### src/rtl/halton_radical_inverse_macros.svh
// Assertion macros shared by the halton_radical_inverse RTL.
`ifndef HALTON_RADICAL_INVERSE_MACROS_SVH
`define HALTON_RADICAL_INVERSE_MACROS_SVH

`ifndef ASSERT_OFF
// Implication checked at every rising edge outside reset.
`define HRI_ASSERT_IMPLY(lbl, clk, rstn, ante, cons, msg) \
    lbl: assert property (@(posedge clk) disable iff (!(rstn)) (ante) |-> (cons)) \
        else $error(msg);
// Condition that must never be seen outside reset.
`define HRI_ASSERT_NEVER(lbl, clk, rstn, cond, msg) \
    lbl: assert property (@(posedge clk) disable iff (!(rstn)) !(cond)) \
        else $error(msg);
`else
`define HRI_ASSERT_IMPLY(lbl, clk, rstn, ante, cons, msg)
`define HRI_ASSERT_NEVER(lbl, clk, rstn, cond, msg)
`endif

`endif

### src/rtl/hri_pkg.sv
// Shared types and constants for the radical inverse block.
package hri_pkg;

    localparam int SAMPLE_W        = 32;   // sample_index field width
    localparam int RADIX_W         = 16;   // radix field width
    localparam int FRAC_W          = 32;   // fraction field width
    localparam int INDEX_BITS_DEF  = 32;
    localparam int FRAC_BITS_DEF   = 32;
    localparam logic [RADIX_W-1:0] RADIX_MIN = RADIX_W'(2);

    typedef enum logic [2:0] {
        ST_IDLE,
        ST_CHECK,
        ST_DIV_IDX,
        ST_DIV_W,
        ST_MUL,
        ST_ACC,
        ST_DONE
    } state_t;

    typedef struct packed {
        logic busy;
        logic done;   // one-cycle pulse, quotient/remainder valid
    } div_stat_t;

endpackage

### src/rtl/halton_radical_inverse.sv
// Radical inverse (Halton / van der Corput) of an index in a given base.
//
// Each request carries a sample index and a radix; the block mirrors the
// index's base-radix digits about the radix point and returns the value as an
// unsigned Q0.32 fraction. Fixed point throughout: the digit weight starts at
// floor(2^FRAC_BITS / radix) and is divided by the radix (truncating) for each
// further digit; weight*digit is added into the accumulator until the index
// runs out of digits. Radix 0 or 1 returns fraction 0 with bad_base set; index
// 0 returns 0. Only the low INDEX_BITS bits of sample_index are used.
// Flow: one request at a time. Every digit costs two passes through the one
// shared bit-serial divider (index / radix, then weight / radix), of width
// DW = max(INDEX_BITS, FRAC_BITS), plus a multiply state and an accumulate
// state. The result is registered for m_tvalid once the index has run out
// of digits (the digit loop is skipped for index 0 or a bad radix), and
// s_tready comes back in that same cycle; until then no new request is
// taken. With the default 32/32 setup an index has up to 32 digits at
// radix 2.
// The finished result sits in an output register, so the next request is
// taken while the result still waits for m_tready.
`include "halton_radical_inverse_macros.svh"

module halton_radical_inverse #(
    parameter int INDEX_BITS = hri_pkg::INDEX_BITS_DEF,  // 8..64
    parameter int FRAC_BITS  = hri_pkg::FRAC_BITS_DEF    // 16..64
) (
    input  logic        aclk,
    input  logic        aresetn,
    // request channel
    input  logic        s_tvalid,
    output logic        s_tready,
    input  logic [47:0] s_tdata,   // [31:0] sample_index, [47:32] radix
    // result channel
    output logic        m_tvalid,
    input  logic        m_tready,
    output logic [31:0] m_tdata,   // [31:0] fraction
    output logic [0:0]  m_tuser    // [0] bad_base
);

    localparam int RW     = hri_pkg::RADIX_W;
    localparam int SW     = hri_pkg::SAMPLE_W;
    localparam int OW     = hri_pkg::FRAC_W;
    // divider width covers both the index and the weight
    localparam int DW     = (INDEX_BITS > FRAC_BITS) ? INDEX_BITS : FRAC_BITS;
    localparam int IDX_XW = (INDEX_BITS > SW) ? INDEX_BITS : SW;
    localparam int FRC_XW = (FRAC_BITS > OW) ? FRAC_BITS : OW;

    hri_pkg::state_t state_reg, state_next;

    logic [INDEX_BITS-1:0]   idx_reg, idx_next;
    logic [RW-1:0]           radix_reg, radix_next;
    logic [FRAC_BITS-1:0]    w_reg, w_next;
    logic [FRAC_BITS-1:0]    acc_reg, acc_next;
    logic [FRAC_BITS-1:0]    prod_reg, prod_next;
    logic [RW-1:0]           digit_reg, digit_next;
    logic                    first_reg, first_next;
    logic                    out_valid_reg, out_valid_next;
    logic [OW-1:0]           out_frac_reg, out_frac_next;
    logic                    out_bad_reg, out_bad_next;

    logic [IDX_XW-1:0]       idx_in;
    logic [FRC_XW-1:0]       acc_ext;
    logic [FRAC_BITS+RW-1:0] prod_full;
    logic                    radix_bad;
    logic                    first_carry;

    logic                    div_start;
    logic [DW-1:0]           div_dividend;
    logic [DW-1:0]           div_quo;
    logic [RW-1:0]           div_rem;
    hri_pkg::div_stat_t      div_stat;

    hri_div #(
        .WIDTH (DW)
    ) u_div (
        .aclk      (aclk),
        .aresetn   (aresetn),
        .start     (div_start),
        .dividend  (div_dividend),
        .divisor   (radix_reg),
        .quotient  (div_quo),
        .remainder (div_rem),
        .stat      (div_stat)
    );

    assign idx_in    = IDX_XW'(s_tdata[SW-1:0]);
    assign acc_ext   = FRC_XW'(acc_reg);
    assign prod_full = w_reg * digit_reg;
    assign radix_bad = (radix_reg < hri_pkg::RADIX_MIN);
    // floor(2^F/b) from floor((2^F-1)/b): bump when remainder is b-1
    assign first_carry = first_reg && (div_rem == RW'(radix_reg - RW'(1)));

    always_comb begin
        state_next     = state_reg;
        idx_next       = idx_reg;
        radix_next     = radix_reg;
        w_next         = w_reg;
        acc_next       = acc_reg;
        prod_next      = prod_reg;
        digit_next     = digit_reg;
        first_next     = first_reg;
        out_valid_next = out_valid_reg && !m_tready;
        out_frac_next  = out_frac_reg;
        out_bad_next   = out_bad_reg;
        div_start      = 1'b0;
        div_dividend   = DW'(idx_reg);
        s_tready       = 1'b0;

        unique case (state_reg)
            hri_pkg::ST_IDLE: begin
                s_tready = 1'b1;
                if (s_tvalid) begin
                    idx_next   = idx_in[INDEX_BITS-1:0];
                    radix_next = s_tdata[SW+RW-1:SW];
                    acc_next   = '0;
                    first_next = 1'b1;
                    state_next = hri_pkg::ST_CHECK;
                end
            end
            hri_pkg::ST_CHECK: begin
                if (radix_bad || (idx_reg == '0)) begin
                    state_next = hri_pkg::ST_DONE;
                end else begin
                    div_start  = 1'b1;
                    state_next = hri_pkg::ST_DIV_IDX;
                end
            end
            hri_pkg::ST_DIV_IDX: begin
                if (div_stat.done) begin
                    digit_next   = div_rem;
                    idx_next     = div_quo[INDEX_BITS-1:0];
                    div_start    = 1'b1;
                    div_dividend = first_reg ? DW'({FRAC_BITS{1'b1}}) : DW'(w_reg);
                    state_next   = hri_pkg::ST_DIV_W;
                end
            end
            hri_pkg::ST_DIV_W: begin
                if (div_stat.done) begin
                    w_next     = div_quo[FRAC_BITS-1:0] + FRAC_BITS'(first_carry);
                    first_next = 1'b0;
                    state_next = hri_pkg::ST_MUL;
                end
            end
            hri_pkg::ST_MUL: begin
                prod_next  = prod_full[FRAC_BITS-1:0];
                state_next = hri_pkg::ST_ACC;
            end
            hri_pkg::ST_ACC: begin
                acc_next = acc_reg + prod_reg;
                if (idx_reg == '0) begin
                    state_next = hri_pkg::ST_DONE;
                end else begin
                    div_start  = 1'b1;
                    state_next = hri_pkg::ST_DIV_IDX;
                end
            end
            hri_pkg::ST_DONE: begin
                // wait for the output register to drain
                if (!out_valid_reg || m_tready) begin
                    out_valid_next = 1'b1;
                    out_frac_next  = acc_ext[OW-1:0];
                    out_bad_next   = radix_bad;
                    state_next     = hri_pkg::ST_IDLE;
                end
            end
            default: begin
                state_next = hri_pkg::ST_IDLE;
            end
        endcase
    end

    always_ff @(posedge aclk) begin
        if (!aresetn) begin
            state_reg     <= hri_pkg::ST_IDLE;
            out_valid_reg <= 1'b0;
        end else begin
            state_reg     <= state_next;
            out_valid_reg <= out_valid_next;
        end
    end

    always_ff @(posedge aclk) begin
        idx_reg      <= idx_next;
        radix_reg    <= radix_next;
        w_reg        <= w_next;
        acc_reg      <= acc_next;
        prod_reg     <= prod_next;
        digit_reg    <= digit_next;
        first_reg    <= first_next;
        out_frac_reg <= out_frac_next;
        out_bad_reg  <= out_bad_next;
    end

    assign m_tvalid   = out_valid_reg;
    assign m_tdata    = out_frac_reg;
    assign m_tuser[0] = out_bad_reg;

    // bad radix must always come out with a zero fraction
    `HRI_ASSERT_IMPLY(a_bad_zero, aclk, aresetn, m_tvalid && m_tuser[0], m_tdata == '0,
        "bad_base result with nonzero fraction")
    // divider only finishes while the sequencer is waiting on it
    `HRI_ASSERT_IMPLY(a_done_state, aclk, aresetn, div_stat.done,
        (state_reg == hri_pkg::ST_DIV_IDX) || (state_reg == hri_pkg::ST_DIV_W),
        "divider finished outside a divide state")
    // no new request while the divider still works on the previous one
    `HRI_ASSERT_NEVER(a_idle_busy, aclk, aresetn, s_tready && div_stat.busy,
        "request accepted with divider busy")
    // a divide is never restarted while running
    `HRI_ASSERT_NEVER(a_restart, aclk, aresetn, div_start && div_stat.busy,
        "divider restarted while busy")

endmodule

### src/rtl/hri_div.sv
// Shared restoring divider, one quotient bit per cycle, 16-bit divisor.
module hri_div #(
    parameter int WIDTH = hri_pkg::INDEX_BITS_DEF
) (
    input  logic                        aclk,
    input  logic                        aresetn,
    input  logic                        start,
    input  logic [WIDTH-1:0]            dividend,
    input  logic [hri_pkg::RADIX_W-1:0] divisor,
    output logic [WIDTH-1:0]            quotient,
    output logic [hri_pkg::RADIX_W-1:0] remainder,
    output hri_pkg::div_stat_t          stat
);

    localparam int RW    = hri_pkg::RADIX_W;
    localparam int CNT_W = $clog2(WIDTH);

    logic [WIDTH-1:0] quo_reg, quo_next;
    logic [RW-1:0]    rem_reg, rem_next;
    logic [CNT_W-1:0] cnt_reg, cnt_next;
    logic             busy_reg, busy_next;
    logic             done_reg, done_next;
    logic [RW:0]      trial;
    logic             ge;

    // trial = partial remainder shifted left with next dividend bit
    assign trial = {rem_reg, quo_reg[WIDTH-1]};
    assign ge    = (trial >= {1'b0, divisor});

    always_comb begin
        quo_next  = quo_reg;
        rem_next  = rem_reg;
        cnt_next  = cnt_reg;
        busy_next = busy_reg;
        done_next = 1'b0;
        if (start) begin
            quo_next  = dividend;
            rem_next  = '0;
            cnt_next  = CNT_W'(WIDTH - 1);
            busy_next = 1'b1;
        end else if (busy_reg) begin
            quo_next = {quo_reg[WIDTH-2:0], ge};
            rem_next = ge ? RW'(trial - {1'b0, divisor}) : trial[RW-1:0];
            cnt_next = cnt_reg - CNT_W'(1);
            if (cnt_reg == '0) begin
                busy_next = 1'b0;
                done_next = 1'b1;
            end
        end
    end

    always_ff @(posedge aclk) begin
        if (!aresetn) begin
            busy_reg <= 1'b0;
            done_reg <= 1'b0;
        end else begin
            busy_reg <= busy_next;
            done_reg <= done_next;
        end
    end

    always_ff @(posedge aclk) begin
        quo_reg <= quo_next;
        rem_reg <= rem_next;
        cnt_reg <= cnt_next;
    end

    assign quotient   = quo_reg;
    assign remainder  = rem_reg;
    assign stat.busy  = busy_reg;
    assign stat.done  = done_reg;

endmodule

### config.mk
export PLATFORM = sky130hd
export DESIGN_NAME = halton_radical_inverse
export DESIGN_NICKNAME = d
export VERILOG_FILES = /design/src/rtl/hri_pkg.sv /design/src/rtl/halton_radical_inverse.sv /design/src/rtl/hri_div.sv
export VERILOG_INCLUDE_DIRS = /design/src /design/src/rtl
export SDC_FILE = /design/constraint.sdc
export NUM_CORES = 1
export LEC_CHECK = 0
export ABC_CLOCK_PERIOD_IN_PS = 10530
export BUFFER_PORTS_ARGS = -buffer_cell sky130_fd_sc_hd__clkbuf_2
export CELL_PAD_IN_SITES_DETAIL_PLACEMENT = 0
export CELL_PAD_IN_SITES_GLOBAL_PLACEMENT = 2
export CORE_UTILIZATION = 45
export DETAILED_ROUTE_END_ITERATION = 8
export PLACE_DENSITY = 0.95
export SLEW_MARGIN = 25
export SYNTH_ARGS = -nofsm -noshare
export SYNTH_HDL_FRONTEND = slang
export SYNTH_SLANG_ARGS = --single-unit
### constraint.sdc
create_clock -name aclk -period 10.53 [get_ports aclk]
set_input_delay 0.5265 -clock aclk [delete_from_list [all_inputs] [get_ports aclk]]
set_output_delay 0.5265 -clock aclk [all_outputs]
set_load 0.005 [all_outputs]
# [After elaboration in Yosys (flattened, before gate mapping)]
# Index checks and enable logic that the tools add are counted.
[word_totals] register_bits=253 latchBits=0 ramBits=0 mem_bits_ro=0 in_bits=52 output_inout_bits=35 word_cells=91 memories=0
[op_classes] add_sub_neg=5 n_mul=1 div=0 n_lt_le_gt_ge=2 eq_ne=11 shifts=0 muxes=32 bitwise=2 reduce_logical=22
[ops] cell="two-way mux 32 bit" count=8
[ops] cell="case mux 32 bit (2 select lines)" count=2
[ops] cell="adder 32 x 1 -> 32 bit" count=1
[ops] cell="adder 32 bit" count=1
[ops] cell="zero test 32 bit" count=1
[ops] cell="multiplier 32 x 16 -> 32 bit" count=1
[ops] cell="case mux 3 bit (7 select lines)" count=1
[ops] cell="two-way mux 3 bit" count=6
[ops] cell=">= comparator 17 x 16 -> 1 bit" count=1
[ops] cell="== test 16 bit" count=1
[ops] cell="less-than comparator 16 x 2 -> 1 bit, second input constant" count=1
[ops] cell="two-way mux 16 bit" count=1
[ops] cell="subtractor 16 x 1 -> 16 bit, second input constant" count=1
[ops] cell="subtractor 16 bit" count=1
[ops] cell="two-way mux 1 bit" count=12
[ops] cell="AND reduction 2 bit" count=5
[ops] cell="== test 3 bit, second input constant" count=3
[ops] cell="nonzero test 2 bit" count=4
[ops] cell="== test 3 x 2 -> 1 bit, second input constant" count=2
[ops] cell="AND reduction 3 bit" count=2
[ops] cell="zero test 5 bit" count=1
[ops] cell="subtractor 5 x 1 -> 5 bit, second input constant" count=1
[ops] cell="!= test 2 x 1 -> 1 bit, second input constant" count=2
[ops] cell="!= test 2 bit, second input constant" count=2
[ops] cell="10 further kinds" count=14

# [Depth between registers and ports, before layout]
# Gate-level depths: netlist (run 1).
[logic_depth] ltp_word=5 depth_mapped=24 ltp_nobuf=22

# [By module]
# Synthesis (run 1) repeated with hierarchy kept, for this count alone.
[hier_totals] cells_unflattened=2470 hier_area_um2=24661.2
[by_module_without_submodules] module="halton_radical_inverse" instances=1 cells_per_inst=2136 area_each_um2=21161.5 seq_area_each_um2=5905.7
[by_module_without_submodules] module="hri_div" instances=1 cells_per_inst=334 area_each_um2=3499.6 seq_area_each_um2=1421.4

# [Worst setup path after synthesis (run 1)]
# OpenSTA, ideal clock, no wires.
[synth_timing] path_type="register to register" from="reg digit_reg[2]" to="reg prod_reg[31], data pin" setup_ns=0.264 arrival_ns=5.798 required_ns=10.266 path_slack_ns=4.467 stages_incl_launch_ff=22 n_path_buf=2 synth_period_minus_slack_ns=6.063 cell_sequence="edfxtp_1 > clkbuf_1 > clkbuf_1 > nand2_1 > fa_1 > fa_1 > fa_1 > inv_1 > fa_1 > fa_1 > inv_1 > fa_1 > inv_1 > ha_1 > a21oi_1 > o21ai_0 > a2111oi_1 > o21ai_1 > nand2_1 > o311ai_1 > o41ai_2 > xnor2_1"
[synth_via] elab_chain_cells=1
[synth_rtl] item="start, declared" line_no="halton_radical_inverse.sv:54" source="logic [RW-1:0] digit_reg, digit_next;"
[synth_rtl] item="start signal, assigned" line_no="halton_radical_inverse.sv:187" source="digit_reg <= digit_next;"
[synth_rtl] item="multiplier 32 x 16 -> 32 bit" line_no="halton_radical_inverse.sv:87" source="assign prod_full = w_reg * digit_reg;"
[synth_rtl] item="via prod_full[31]" line_no="halton_radical_inverse.sv:62" source="logic [FRAC_BITS+RW-1:0] prod_full;"
[synth_rtl] item="end signal, assigned" line_no="halton_radical_inverse.sv:186" source="prod_reg <= prod_next;"
[synth_rtl] item="end, declared" line_no="halton_radical_inverse.sv:53" source="logic [FRAC_BITS-1:0] prod_reg, prod_next;"
# The timed path passes the listed nets, and every way through them passes these cells.
# A chain may end at the register's enable or synchronous reset.

# [Worst setup path after layout (run 1)]
[layout_timing] from="reg digit_reg[9]" to="reg prod_reg[31], data pin"
# The elaborated chain is that of the path after synthesis.

==> impl_metrics.env, run 1 <==
export IMPL_status="finished clean"
export IMPL_final_setup_tns_ns=0
export IMPL_ys_seq_area_share_pct=30.0
export IMPL_drt_wl_total_um=59100
export IMPL_cp_top_family="adder cells"
export IMPL_hold_viol_final=0
export IMPL_worstMarginPinSlew_ns=1.05
export IMPL_netlist_area_um2=24400
export IMPL_post_drt_via_cell_ratio=5.43
export IMPL_setup_ws_ns=3.63
export IMPL_syn_inst_count=2464
export IMPL_areaGrowthSynthToFinish_pct=8.53
export IMPL_pwr_share_seq_pct=45.8
export IMPL_max_cap_violations=0
export IMPL_hpwl_um=44700
export IMPL_die_area_um2=55100
export IMPL_synth_enable_flop_cells=226
export IMPL_power_share_switching_pct=29.3
export IMPL_netlist_area_leader_share_pct=27.8
export IMPL_fp_dieH_um=235
export IMPL_layout_min_cycle_time_ns=6.90
export IMPL_detailedPlace_worstSlack_ns=3.66
export IMPL_power_leakage_nw=11.2
export IMPL_global_route_usage_total_pct=21.9
export IMPL_clock_fmax_mhz=145
export IMPL_layout_worst_path_cycle_share_pct=65.5
export IMPL_antenna_found_initial=0
export IMPL_worstPathCellList="nand2_1, fa_1, inv_1, fa_1, inv_1, fa_1, inv_1, fa_1, fa_1, inv_1, fa_1, inv_1, ha_1, a21oi_1, o21ai_0, a2111oi_1, o21ai_1, nand2_1, o311ai_1, o41ai_2, xnor2_1"
export IMPL_nNetsFinal=2976
export IMPL_asyncSetResetFlopFracSynth_pct=0
export IMPL_cp_end_kind="flip-flop"
export IMPL_worstPathRequired_ns=10.83
export IMPL_gr_total_overflow=0
export IMPL_dr_total_vias=17400
export IMPL_synth_fp_nets=2938
export IMPL_crit_path_max_fo=23
export IMPL_finalCoreUtilization_pct=49.9
export IMPL_first_pass_iters=5
export IMPL_floorplan_io_pins=87
export IMPL_synth_ff_latch_count=253
export IMPL_core_area_um2=53100
export IMPL_numPortBuffers=86
export IMPL_cp_start_kind="flip-flop"
export IMPL_slew_headroom_pct=29.7
export IMPL_cp_arrival_ns=7.20
export IMPL_remaining_drc_errors=0
export IMPL_final_cell_count_no_fill=3210
export IMPL_power_ir_vdd_worst_mv=0.133
export IMPL_die_width_um=235
export IMPL_internal_power_summed_over_all_cells_w=0.00199
export IMPL_yosysTopAreaCell="edfxtp_1"
export IMPL_count_of_hold_buffers_inserted_by_post_cts_repair=0
export IMPL_synth_commonest_cells="inv_1 (375), nand2_1 (361), fa_1 (306), edfxtp_1 (226), and2_1 (164)"
export IMPL_postCtsSetupRepairBufs=0
export IMPL_report_final_slew_viol_count=0
export IMPL_grt_max_degree=87
export IMPL_cts_made_buffers=29
export IMPL_synthMostInstantiatedCell="inv_1"
export IMPL_worstHoldPathType="input pin to flip-flop"
export IMPL_clkSlewWorstSetupHoldPaths_ns=0.06
export IMPL_synth_warnings=0
export IMPL_combPwrFrac_pct=18.7
export IMPL_fill_cells=4902
export IMPL_power_density_nw_per_um2=106
export IMPL_wire_per_inst_um=18.4
export IMPL_per_instance_average_area_after_synthesis_um2=9.90
export IMPL_critical_path_slowest_cell="edfxtp_1"
export IMPL_ant_nets=0
export IMPL_drt_iter0_markers=1038
export IMPL_antenna_cells=0
export IMPL_power_net_switching_w=0.000825
export IMPL_gp_congestion=0.879
export IMPL_criticalPathCategory="flip-flop to flip-flop"
export IMPL_grt_first_pass_wirelength_um=97300
export IMPL_finClkSkew_ns=0.0301
export IMPL_synth_ff_type="edfxtp_1"
export IMPL_top_post_synthesis_cells_by_area="edfxtp_1 (28%), fa_1 (25%), ha_1 (6.0%)"
export IMPL_tritoncts="yes"
export IMPL_netlist_cell_type_count=77
export IMPL_cts_repair_resized=0
export IMPL_initial_standard_cell_utilization_of_the_core_pct=45.9
export IMPL_place_inst=3156
export IMPL_via_count_of_the_first_global_routing_pass=18500
export IMPL_worstSkewPairLatency_ns=0.59
export IMPL_cts_root_buffer="clkbuf_16"
export IMPL_cp_buffers_inverters=5
export IMPL_setup_violations_final=0
export IMPL_critical_path_most_common_cell="fa_1"
export IMPL_fp_row_count=84
export IMPL_cp_slowest_stage_delay_ns=1.00
export IMPL_p_clk_share_pct=35.5
export IMPL_maximum_buffer_depth_of_the_clock_tree=3
export IMPL_drive_above_1_share_pct=8.17
export IMPL_setup_repair_after_global_routing_missed_its_margin="no"
export IMPL_cts_sink_cnt=253
export IMPL_h_tree_depth=1
==> per-stage QoR <==
step | total power [W] | instance area [µm²] | hold WS (ns)
global route | 0.00295 | 26500 | 0.0853
global placement | 0.00182 | 25400 | 0.452
finish | 0.00282 | 26500 | 0.102
floorplan | 0.00169 | 24400 | 0.431
detailed placement | 0.00183 | 25500 | 0.447
CTS | 0.00284 | 26400 | 0.0619
==> placed cells by master (no fill, tap or decap), types with 5 or more instances in the layout <==
master,count
nor2_1,81
mux2_2,33
clkinv_1,6
nand2b_1,12
and4_1,5
clkbuf_2,86
a21o_1,21
nor3_1,31
dfxtp_1,26
a21oi_1,54
o21bai_1,6
buf_4,17
o31a_1,7
o31ai_1,9
o21a_1,11
xnor2_1,86
nand3_1,44
and3_1,15
o211ai_1,11
a31oi_1,15
clkbuf_16,29
or3_1,41
a211oi_1,15
and2_1,164
fa_1,306
nor2b_1,10
mux2i_1,6
o21ai_1,10
clkbuf_1,5
o21ai_0,106
inv_1,375
nand4_1,17
xor2_1,41
a311oi_1,5
o311ai_1,5
nand2_1,361
nor4_1,17
edfxtp_1,226
ha_1,116
==> worst paths after layout <==
check / startpoint / slack [ns] / endpoint / depth (start not counted)
worst max-delay path: digit_reg[9]$_DFFE_PP_ / 3.63 / prod_reg[31]$_DFFE_PP_ / 21
worst min-delay path: s_tdata[39] / 0.10 / radix_reg[7]$_DFFE_PP_ / 1
worst max register to register: digit_reg[9]$_DFFE_PP_ / 3.63 / prod_reg[31]$_DFFE_PP_ / 21
worst min register to register: acc_ext[2]$_SDFFCE_PN0P_ / 0.46 / m_tdata[2]$_DFFE_PP_ / 0
==> kinds of logic (layout without fill, tap and decap cells) <==
| kind of cell | after synthesis | after routing | synth area share [%] |
|---|---|---|---|
| DFF | 253 | 253 | 30.0 |
| adders and majority gates | 422 | 422 | 31.1 |
| buffers and inverters | 477 | 535 | 7.40 |
| AOI/OAI and AO/OA | 318 | 318 | 8.48 |
| xor gates and xnor gates | 127 | 127 | 4.56 |
| muxes | 39 | 39 | 1.77 |
| and+or+nand+nor | 828 | 828 | 16.7 |
==> power by group through the flow <==
stage	Clock, W	Combinational [W]	Sequential, W
floorplan	0	0.000421	0.00127
global placement	0	0.000505	0.00131
detailed placement	0	0.000522	0.00131
CTS	0.00103	0.000525	0.00129
global route	0.00106	0.000596	0.00130
finish	0.00100	0.000526	0.00129
==> layout make-up <==
| type | instances | area [µm²] | share of cell area [%] |
|---|---|---|---|
| multi-input combinational | 1734 | 15300 | 57.7 |
| sequential | 253 | 7330 | 27.7 |
| inverter | 376 | 1410 | 5.33 |
| tap | 688 | 861 | 3.25 |
| clock buffer | 34 | 744 | 2.81 |
| timing repair buffer | 108 | 658 | 2.49 |
| clock inverter | 17 | 181 | 0.686 |
==> per-layer routing <==
layer | track usage (%) | up-vias | share of wire [%]
li1 | - | 8163 | -
met5 | 0 | - | 0
met3 | 3.69 | 83 | 5.2
met1 | 28.9 | 8741 | 45
met4 | 4.88 | 0 | 2.0
met2 | 37.6 | 436 | 48
No activity file was read; power rests on OpenSTA's default activity.
==> run 2, diff against run 1 <==
- ABC_CLOCK_PERIOD_IN_PS: 10530 -> 6500
- CORE_UTILIZATION: 45 -> 42
- PLACE_DENSITY: 0.95 -> 0.91
- clock period: 10.53 -> 6.5 ns (I/O delays scaled with it)
==> impl_metrics.env, run 2 (synthesized netlist as in run 1, its figures left out) <==
export IMPL_status="finished clean"
export IMPL_hold_worst_slack_ns=0.0363
export IMPL_worstHoldPathType="input pin to flip-flop"
export IMPL_leading_cell_type_in_the_layout_fill_and_taps_excluded="inv_1"
export IMPL_antenna_cells=0
export IMPL_setup_ws_ns=0.210
export IMPL_final_cell_count_no_fill=3364
export IMPL_cp_end_kind="flip-flop"
export IMPL_gr_total_overflow=0
export IMPL_detailroute_wirelength_met3_um=3230
export IMPL_die_width_um=243
export IMPL_seq_area_um2=7330
export IMPL_multi_input_area_um2=15300
export IMPL_floorplan_io_pins=87
export IMPL_m1WireLength_um=27400
export IMPL_hold_start="s_tdata[31]"
export IMPL_cp_arrival_ns=6.61
export IMPL_route_top_layer_used="met4"
export IMPL_cts_root_buffer="clkbuf_16"
export IMPL_h_tree_depth=1
export IMPL_worstSkewPairLatency_ns=0.59
export IMPL_reg2regPathDepth=21
export IMPL_global_route_usage_total_pct=20.8
export IMPL_wire_per_inst_um=17.9
export IMPL_worst_hold_path_endpoint="idx_reg[31]$_DFFE_PP_"
export IMPL_power_density_nw_per_um2=167
export IMPL_reg2reg_from="digit_reg[4]$_DFFE_PP_"
export IMPL_antenna_found_initial=0
export IMPL_fill_cells=5369
export IMPL_ant_nets=0
export IMPL_worst_r2r_setup_slack_ns=0.21
export IMPL_maximum_buffer_depth_of_the_clock_tree=3
export IMPL_layout_min_cycle_time_ns=6.29
export IMPL_die_area_um2=59000
export IMPL_post_drt_via_cell_ratio=5.23
export IMPL_initial_standard_cell_utilization_of_the_core_pct=42.9
export IMPL_hpwl_um=47400
export IMPL_drive_above_1_share_pct=10.5
export IMPL_drt_wl_total_um=60200
export IMPL_via_count_of_the_first_global_routing_pass=18400
export IMPL_nNetsFinal=3058
export IMPL_clkSlewWorstSetupHoldPaths_ns=0.07
export IMPL_max_cap_violations=0
export IMPL_remaining_drc_errors=0
export IMPL_hold_depth=2
export IMPL_worstMarginPinSlew_ns=1.03
export IMPL_fp_row_count=87
export IMPL_routed_wl_met2_um=28000
export IMPL_clock_fmax_mhz=159
export IMPL_areaGrowthSynthToFinish_pct=12.0
export IMPL_worstPathRequired_ns=6.82
export IMPL_dr_total_vias=17600
export IMPL_place_area_um2=25900
export IMPL_cp_start_kind="flip-flop"
export IMPL_layout_worst_path_cycle_share_pct=96.8
export IMPL_core_area_um2=56800
export IMPL_numPortBuffers=86
export IMPL_fp_dieH_um=243
export IMPL_setup_violations_final=0
export IMPL_report_final_slew_viol_count=0
export IMPL_place_inst=3261
export IMPL_cts_sink_cnt=253
export IMPL_power_ir_vdd_worst_mv=0.212
export IMPL_detailedPlace_worstSlack_ns=0.119
export IMPL_r2r_end="prod_reg[31]$_DFFE_PP_"
export IMPL_finClkSkew_ns=0.0259
export IMPL_tritoncts="yes"
export IMPL_crit_path_max_fo=5
export IMPL_power_leakage_nw=11.7
export IMPL_drt_iter0_markers=979
export IMPL_cts_made_buffers=30
export IMPL_hold_viol_final=0
export IMPL_first_pass_iters=6
export IMPL_gp_congestion=0.883
export IMPL_layout_cells_most_common_list="inv_1 (375), nand2_1 (360), fa_1 (306)"
export IMPL_grt_first_pass_wirelength_um=98200
export IMPL_final_design_area_no_fill_um2=27300
export IMPL_slew_headroom_pct=31.1
export IMPL_criticalPathCategory="flip-flop to flip-flop"
export IMPL_grt_max_degree=63
export IMPL_final_setup_tns_ns=0
run 2: repair_timing:
item	CTS	global route
setup buffers	0	22
hold buffers	23	0
endpoints found under the hold margin	24	0
endpoints found under the setup margin	0	8
resized for setup	0	12
run 2: how the worst max path moves through the flow:
stage	startpoint	end	cells after the start	slack [ns]
after detailed placement	digit_reg[4]$_DFFE_PP_	prod_reg[31]$_DFFE_PP_	20	0.12
after global placement	w_reg[8]$_DFFE_PP_	prod_reg[30]$_DFFE_PP_	20	0.22
after global routing	digit_reg[5]$_DFFE_PP_	prod_reg[30]$_DFFE_PP_	21	-0.008
after floorplan	digit_reg[2]$_DFFE_PP_	prod_reg[31]$_DFFE_PP_	21	0.44
final	digit_reg[4]$_DFFE_PP_	prod_reg[31]$_DFFE_PP_	21	0.21
after CTS	digit_reg[4]$_DFFE_PP_	prod_reg[31]$_DFFE_PP_	20	0.09
run 2: through the flow:
step | util (%) | power (W)
6_report | 48.1 | 0.00456
5_1_grt | 48.1 | 0.00479
4_1_cts | 47.6 | 0.00460
3_5_place_dp | 45.5 | 0.00298
3_3_place_gp | 45.5 | 0.00295
2_1_floorplan | - | 0.00273
run 2: where the power goes:
part	switching, W	internal, W	leakage, nW	total (W)
Clock	0.000692	0.000901	0.457	0.00159
Combinational	0.000503	0.000375	8.87	0.000878
Sequential	0.000163	0.00193	2.33	0.00209
run 2: per-layer routing:
metal  global-route usage [%]  up-vias
li1                         -     8312
met1                     28.6     8682
met2                     34.5      494
met3                     2.76      104
met4                     5.36        0
met5                        0        -
run 2: worst max-delay path, stage by stage (launching register included):
cell and delay [ns]:
edfxtp_1 0.45, buf_4 0.18, and2_1 0.15, fa_1 0.53, inv_1 0.06, fa_1 0.46, fa_1 0.52, inv_1 0.06
fa_1 0.51, fa_1 0.50, inv_1 0.05, fa_1 0.48, inv_1 0.04, ha_1 0.35, nand2_1 0.09, o31ai_1 0.28
o311ai_0 0.22, o21ai_1 0.34, nand2_2 0.14, o311ai_4 0.34, o41ai_2 0.10, xnor2_1 0.15
run 2: layout make-up:
| type | instances | share of cell area, % |
|---|---|---|
| clock buffers | 42 | 3.07 |
| repair buffers | 189 | 4.91 |
| inverters | 376 | 5.17 |
| flip-flops and latches | 253 | 26.8 |
| well taps | 756 | 3.46 |
| clock inverters | 14 | 0.371 |
| multi-input cells | 1734 | 56.2 |
==> run 3, diff against run 2 <==
- ABC_AREA: unset -> 1
- CORE_UTILIZATION: 42 -> 40
- MAX_ROUTING_LAYER: unset -> met4
- PLACE_DENSITY: 0.91 -> 0.92
==> impl_metrics.env, run 3 <==
export IMPL_nNetsFinal=3640
export IMPL_dr_total_vias=19800
export IMPL_place_inst=3931
export IMPL_worstPathRequired_ns=6.82
export IMPL_cp_end_kind="flip-flop"
export IMPL_die_width_um=254
export IMPL_cp_buffers_inverters=5
export IMPL_worstHoldPathType="input pin to flip-flop"
export IMPL_critical_path_slowest_cell="edfxtp_1"
export IMPL_setup_repair_after_global_routing_missed_its_margin="no"
export IMPL_worst_r2r_setup_slack_ns=0.38
export IMPL_drt_iter0_markers=1176
export IMPL_fp_row_count=92
export IMPL_areaGrowthSynthToFinish_pct=11.3
export IMPL_top_post_synthesis_cells_by_area="edfxtp_1 (27%), fa_1 (24%), nand2_1 (12%)"
export IMPL_fill_cells=6147
export IMPL_netlist_area_leader_share_pct=26.6
export IMPL_wire_per_inst_um=16.8
export IMPL_ant_nets=0
export IMPL_power_density_nw_per_um2=212
export IMPL_drt_wl_total_um=67800
export IMPL_seq_area_um2=7330
export IMPL_initial_standard_cell_utilization_of_the_core_pct=40.5
export IMPL_number_of_stages_on_the_worst_setup_path=21
export IMPL_drive_above_1_share_pct=6.89
export IMPL_synth_adder_area_share_pct=29.7
export IMPL_synth_top_family_by_area="adder cells"
export IMPL_grt_first_pass_wirelength_um=110000
export IMPL_synth_simple_area_share_pct=18.9
export IMPL_numPortBuffers=86
export IMPL_layout_worst_path_cycle_share_pct=94.1
export IMPL_clock_fmax_mhz=164
export IMPL_h_tree_depth=1
export IMPL_reg2regPathDepth=21
export IMPL_synth_compound_area_share_pct=7.28
export IMPL_reg2reg_from="digit_reg[1]$_DFFE_PP_"
export IMPL_cp_top_family="adder cells"
export IMPL_maximum_buffer_depth_of_the_clock_tree=3
export IMPL_crit_path_max_fo=11
export IMPL_worstPathCellList="buf_4, nand2_1, fa_1, fa_1, fa_1, fa_1, inv_1, fa_1, inv_1, fa_1, inv_1, ha_1, nand2_1, nor2_1, nand3_1, nand3_1, inv_1, o21ai_0, nand2_1, nand2_1, xor2_1"
export IMPL_grt_max_degree=78
export IMPL_gp_congestion=0.910
export IMPL_via_count_of_the_first_global_routing_pass=20500
export IMPL_die_area_um2=64700
export IMPL_power_ir_vdd_worst_mv=0.225
export IMPL_yosysTopAreaCell="edfxtp_1"
export IMPL_asyncSetResetFlopFracSynth_pct=0
export IMPL_multi_input_area_um2=15100
export IMPL_core_area_um2=63000
export IMPL_slew_headroom_pct=42.2
export IMPL_cp_arrival_ns=6.44
export IMPL_r2r_end="prod_reg[21]$_DFFE_PP_"
export IMPL_synth_warnings=0
export IMPL_hold_viol_final=0
export IMPL_cts_sink_cnt=253
export IMPL_synthMostInstantiatedCell="nand2_1"
export IMPL_netlist_area_um2=25500
export IMPL_gr_total_overflow=0
export IMPL_synth_commonest_cells="nand2_1 (794), inv_1 (689), fa_1 (306), edfxtp_1 (226), nor2_1 (161)"
export IMPL_cts_made_buffers=31
export IMPL_global_route_usage_total_pct=22.4
export IMPL_synth_enable_flop_cells=226
export IMPL_synth_fp_nets=3540
export IMPL_status="finished clean"
export IMPL_power_leakage_nw=14.1
export IMPL_final_cell_count_no_fill=4037
export IMPL_tritoncts="yes"
export IMPL_max_cap_violations=0
export IMPL_cp_slowest_stage_delay_ns=0.79
export IMPL_clkSlewWorstSetupHoldPaths_ns=0.06
export IMPL_setup_violations_final=0
export IMPL_layout_min_cycle_time_ns=6.12
export IMPL_report_final_slew_viol_count=0
export IMPL_per_instance_average_area_after_synthesis_um2=8.31
export IMPL_timing_critical_path_to="prod_reg[21]$_DFFE_PP_"
export IMPL_finClkSkew_ns=0.0133
export IMPL_remaining_drc_errors=0
export IMPL_cts_root_buffer="clkbuf_16"
export IMPL_netlist_cell_type_count=52
export IMPL_hpwl_um=54900
export IMPL_post_drt_via_cell_ratio=4.91
export IMPL_syn_inst_count=3066
export IMPL_worstSkewPairLatency_ns=0.59
export IMPL_antenna_cells=0
export IMPL_leading_cell_type_in_the_layout_fill_and_taps_excluded="nand2_1"
export IMPL_post_synthesis_xor_xnor_area_fraction_pct=3.25
export IMPL_first_pass_iters=8
export IMPL_synth_area_mux_share_pct=0
export IMPL_worstMarginPinSlew_ns=0.867
export IMPL_synth_ff_latch_count=253
export IMPL_critical_path_most_common_cell="fa_1"
export IMPL_floorplan_io_pins=87
export IMPL_cp_start_kind="flip-flop"
export IMPL_synth_ff_type="edfxtp_1"
export IMPL_fp_dieH_um=254
export IMPL_final_setup_tns_ns=0
export IMPL_critPathLaunch="digit_reg[1]$_DFFE_PP_"
export IMPL_layout_cells_most_common_list="nand2_1 (794), inv_1 (689), fa_1 (306)"
export IMPL_antenna_found_initial=0
export IMPL_criticalPathCategory="flip-flop to flip-flop"
export IMPL_ys_seq_area_share_pct=28.8
run 3: cell types whose count changed after synthesis, sizes merged, moves of 33 or more:
cell and delta:
xnor2 -65, or3 -41, o21ai +40, nand3 +66
a21oi +48, and2 -164, inv +316, nor2 +86
nand2 +436, mux2 -33
run 3: worst min-delay path, delay by kind of cell:
family | cells | cell delay, ns
simple gates | 1 | 0.04
compound gates | 1 | 0.06
buf+inv | 1 | 0.08
run 3: timing repair:
item	CTS	global route
setup endpoints to repair	0	5
hold buffers	38	0
endpoints found under the hold margin	38	0
setup buffers	0	8
resized for setup	0	0
run 3: layer usage:
metal | wire length (µm) | vias up | GRT usage [%]
li1 | - | 9616 | -
met4 | 2300 | 0 | 7.02
met5 | 0 | - | -
met3 | 3040 | 104 | 2.32
met1 | 30100 | 9643 | 29.1
met2 | 32400 | 467 | 36.8
run 3: worst min path at each step:
stage                              to  depth (start not counted)  slack [ns]                      from
5_1_grt          idx_reg[2]$_DFFE_PP_                          3        0.02                s_tdata[2]
3_3_place_gp     m_tdata[3]$_DFFE_PP_                          0        0.44  acc_ext[3]$_SDFFCE_PN0P_
2_1_floorplan  radix_reg[0]$_DFFE_PP_                          0        0.42               s_tdata[32]
3_5_place_dp     m_tdata[3]$_DFFE_PP_                          0        0.45  acc_ext[3]$_SDFFCE_PN0P_
4_1_cts          idx_reg[2]$_DFFE_PP_                          3       0.002                s_tdata[2]
6_report         idx_reg[4]$_DFFE_PP_                          3        0.03                s_tdata[4]
run 3: final cells by class:
cell class	instances	area share (%)
sequential	253	25.8
clock inverter	10	0.260
inverter	692	9.16
tap	846	3.73
multi-input combinational	2005	53.2
timing repair buffer	183	4.69
clock buffer	48	3.14
run 3: through the flow:
step	utilization, %	area [µm²]	power (W)	hold slack, ns	worst slack [ns]
6_report	45.0	28400	0.00600	0.0281	0.384
4_1_cts	44.8	28200	0.00606	0.00192	0.152
3_3_place_gp	42.6	26900	0.00434	0.444	0.211
5_1_grt	45.0	28400	0.00639	0.0201	0.0213
2_1_floorplan	-	25500	0.00384	0.424	0.895
3_5_place_dp	42.7	26900	0.00437	0.448	0.163
run 3: cell families (layout without fill, tap and decap cells):
logic type                 Yosys count  after routing
AOI/OAI and AO/OA                  332            332
xor gates and xnor gates            93             93
adders and majority gates          422            422
buffers and inverters              808            933
DFF                                253            253
and+or+nand+nor                   1158           1158
run 3: report_power, final:
group	switching, W	internal (W)	total [W]	leakage (nW)
Sequential	0.000275	0.00224	0.00251	2.32
Combinational	0.00123	0.000620	0.00185	11.3
Clock	0.000699	0.000944	0.00164	0.472
